### src/rtl/linear_classifier_argmax_macros.svh
// Assertion helpers for the linear classifier block.
// Both sample on clk_i and are disabled while rst_ni is low.
`ifndef LINEAR_CLASSIFIER_ARGMAX_MACROS_SVH
`define LINEAR_CLASSIFIER_ARGMAX_MACROS_SVH

// Same-cycle property.
`define LCA_CHECK(name, prop) \
  name: assert property (@(posedge clk_i) disable iff (!rst_ni) (prop)) \
    else $error("linear_classifier_argmax: check failed");

// Antecedent this cycle, consequent next cycle.
`define LCA_CHECK_NEXT(name, ante, cons) \
  name: assert property (@(posedge clk_i) disable iff (!rst_ni) (ante) |=> (cons)) \
    else $error("linear_classifier_argmax: sequence check failed");

`endif

### src/rtl/lca_ram.sv
module lca_ram #(
  parameter int unsigned Width = 16,
  parameter int unsigned Depth = 20,
  parameter int unsigned AddrW = (Depth > 1) ? $clog2(Depth) : 1
) (
  input  logic             clk_i,
  input  logic             we_i,
  input  logic [AddrW-1:0] waddr_i,
  input  logic [Width-1:0] wdata_i,
  input  logic             re_i,
  input  logic [AddrW-1:0] raddr_i,
  output logic [Width-1:0] rdata_o
);

  logic [Width-1:0] mem_q [Depth];
  logic [Width-1:0] rdata_q;

  always_ff @(posedge clk_i) begin
    if (we_i) begin
      mem_q[waddr_i] <= wdata_i;
    end
    if (re_i) begin
      rdata_q <= mem_q[raddr_i];
    end
  end

  assign rdata_o = rdata_q;

endmodule

### config.mk
export PLATFORM = sky130hd
export DESIGN_NAME = lca_ram
export DESIGN_NICKNAME = d
export VERILOG_FILES = /design/src/rtl/linear_classifier_argmax_macros.svh /design/src/rtl/lca_ram.sv
export SDC_FILE = /design/constraint.sdc
export NUM_CORES = 1
export LEC_CHECK = 0
export ABC_AREA = 1
export BUFFER_PORTS_ARGS = -buffer_cell sky130_fd_sc_hd__buf_2
export CAP_MARGIN = 40
export CORE_MARGIN = 8
export CORE_UTILIZATION = 53
export DETAILED_ROUTE_END_ITERATION = 16
export PLACE_DENSITY = 0.73
export SYNTH_ARGS = -nofsm -noshare
export SYNTH_HDL_FRONTEND = slang
export SYNTH_SLANG_ARGS = --single-unit
### constraint.sdc
create_clock -name clk_i -period 2.55 [get_ports clk_i]
set_clock_uncertainty 0.2 [all_clocks]
set_input_delay 0.3825 -clock clk_i [delete_from_list [all_inputs] [get_ports clk_i]]
set_output_delay 0.3825 -clock clk_i [all_outputs]
set_load 0.02 [all_outputs]
==> results.cfg <==
[cells_and_area]
final_cell_mix = 384 x nand2_1, 336 x edfxtp_1, 201 x nand3_1
fillCellCount = 1875
final_common_cell = nand2_1
ff_latch_area_sq_um = 10090
area_delta_synth_final_pct = 14.38
antenna-diode-count = 0
final_net_count = 1195
multi_input_area_sq_um = 2943
drive_above_1_share_pct = 13.87

[outcome]
status = complete, no violations

[timing]
max_slew.worst_pin.slew_ps = 532.6
report.final.slew_viol_count = 0
fin_crit_ps = 1769
rsz0062_at_grt = no
timing.hold.ws_ps = 87.93
setup_violations = 0
finalCritPeriodShare_pct = 69.36
max_freq_ghz = 0.5654
slew_headroom_pct = 64.49
finalSetupTns_ps = 0
hold_violations = 0

[pwr]
p_leak_nw = 5.670
p_sw_mw = 2.523
p_comb_share_pct = 5.9
sw_frac_of_total_pct = 21.13
power-per-cell-area_nw_per_um2 = 776.8
p_int_mw = 9.415
p_seq_share_pct = 51.9
p_total_mw = 11.94
peakVddDrop_mv = 0.6130
clock_power_share_pct = 42.2

[cts]
post_cts_resized = 0
cts_sinks = 336
cts_buffers = 35
cts_setup_buffers = 0
clkTransAtPathRegs_ps = 60
h-tree-depth = 2
cts-root-buf = clkbuf_16
cts_tree = yes
clk_latency_ps = 510
cts_max_path_buffers = 3
holdBufCountCts = 0

[global_route]
grt_util_all_layers_pct = 20.41
antenna_found_initial = 0
grt_util_met2_pct = 33.48
grt_overflow = 0
grt_pass1_vias = 8393
met1_usage_pct = 26.86
grt_max_degree = 97
grt_pass1_wl_mm = 47.84
grtUsageMet3_pct = 3.561
grt_most_used_layer = met2

[critical_path]
crit_family = flip-flops
slowest_delay_ps = 470
slowest_stage = edfxtp_1
endpoint_kind = output pin
worstSetupStartpointType = flip-flop
critPathKind = reg -> out
crit_arrival_ps = 1190
cp_num_buf_inv = 1
path_max_fanout = 1
path_cells = buf_2
cp.required_ps = 1970

[synth]
syn_area_per_cell_sq_um = 12.26
postSynthCellCount = 1096
synth_area_leaders = edfxtp_1 75%, nand2_1 11%, nand3_1 7.5%
yosysUniqueCellTypes = 15
seq_area_frac_synth_pct = 75.10
synth_nets = 1125
synth_top_area_share_pct = 75.10
ys_ff_latch = 336
yosysTopAreaCell = edfxtp_1
synth_area_sq_um = 13440
synth_warnings = 0

[die]
num_io_pins = 45
rows = 58
die_w_um = 175.2
floorplan.initialDensity_pct = 53.66
core_sq_um = 25040
die_h_um = 175.2
die-area_sq_um = 30700

[placement]
io_buffers = 44
gp_congestion = 0.7859
hpwl_mm = 18.51

[detailed_routing]
drtIter0Drc = 994
drcViolationCount = 0
final_antenna_net_count = 0
wl_mm = 31.26
num_vias = 8544
drtPass1Iterations = 5
routedWlPerCell_um = 20.57
viasPerCell = 5.621

[min_path]
hold_class = in -> reg

[job]
drv_cap = 0
sequential cells by signal, indices dropped and copies added (netlist names):
| signal | cells |
|---|---|
| mem_q | 320 |
| rdata_o | 16 |
metrics by stage:
stage | setup WS, ps | std cells | utilization [%] | area, sq um
after CTS | 765.7 | 1520 | 61.38 | 15370
after detailed placement | 552.5 | 1459 | 56.82 | 14230
after global routing | 757.5 | 1520 | 61.38 | 15370
after floorplan | 646.1 | 1096 | - | 13440
final | 781.3 | 1520 | 61.38 | 15370
after global placement | 559.1 | 1459 | 56.82 | 14230
power groups by stage:
stage / Combinational (mW) / Sequential, mW / Clock [mW]
final: 0.705 / 6.20 / 5.04
after global routing: 0.774 / 6.20 / 5.28
after CTS: 0.703 / 6.20 / 5.08
after detailed placement: 0.700 / 6.31 / 0
after global placement: 0.688 / 6.31 / 0
after floorplan: 0.395 / 6.33 / 0
cells by family (layout without fill, tap and decap cells):
kind of cell           after synthesis  count (layout)  synth area share, %
flip-flops                         336             336                75.10
AND/OR/NAND/NOR                    637             637                19.67
buffers and inverters               75             169                3.297
AO/OA/AOI/OAI                       48              48                1.937
cell usage after synthesis:
cell / count
nand2_1: 384
edfxtp_1: 336
nand3_1: 201
nor2_1: 52
o21ai_0: 32
buf_2: 28
o22ai_1: 16
clkbuf_1: 15
buf_6: 10
inv_1: 8
buf_4: 7
buf_1: 3
buf_8: 2
inv_2: 1
inv_4: 1
cell type report:
cell class                 instances  share of cell area (%)
clock inverter                    20                   1.303
multi-input combinational        685                   19.15
clock buffer                      41                   6.123
tap                              330                   2.687
inverter                          10                  0.2605
timing repair buffer              98                   4.820
sequential                       336                   65.66
worst register-to-register path, stage by stage (launching register included):
cell	delay, ps
edfxtp_1	350
nand2_1	70
nand3_1	80
nand3_1	120
nand2_1	80
nand2_1	80
nand2_1	60
nand2_1	70
nand2_1	70
routing by layer:
| layer | up-vias | wire length, um |
|---|---|---|
| met5 | - | 0 |
| met4 | 0 | 925 |
| met3 | 74 | 2991 |
| met2 | 416 | 15010 |
| met1 | 4060 | 12340 |
| li1 | 3994 | - |
worst paths after layout:
path	from	endpoint	slack (ps)	depth (start not counted)
setup / recovery	rdata_o[10]	rdata_o[10]	780	1
hold / removal	wdata_i[2]	mem_q[0][2]	90	1
setup reg to reg	mem_q[13][9]	rdata_o[9]	1130	8
hold reg to reg	mem_q[16][11]	rdata_o[11]	490	4
Note: power is estimated with default switching activity, not from simulation.
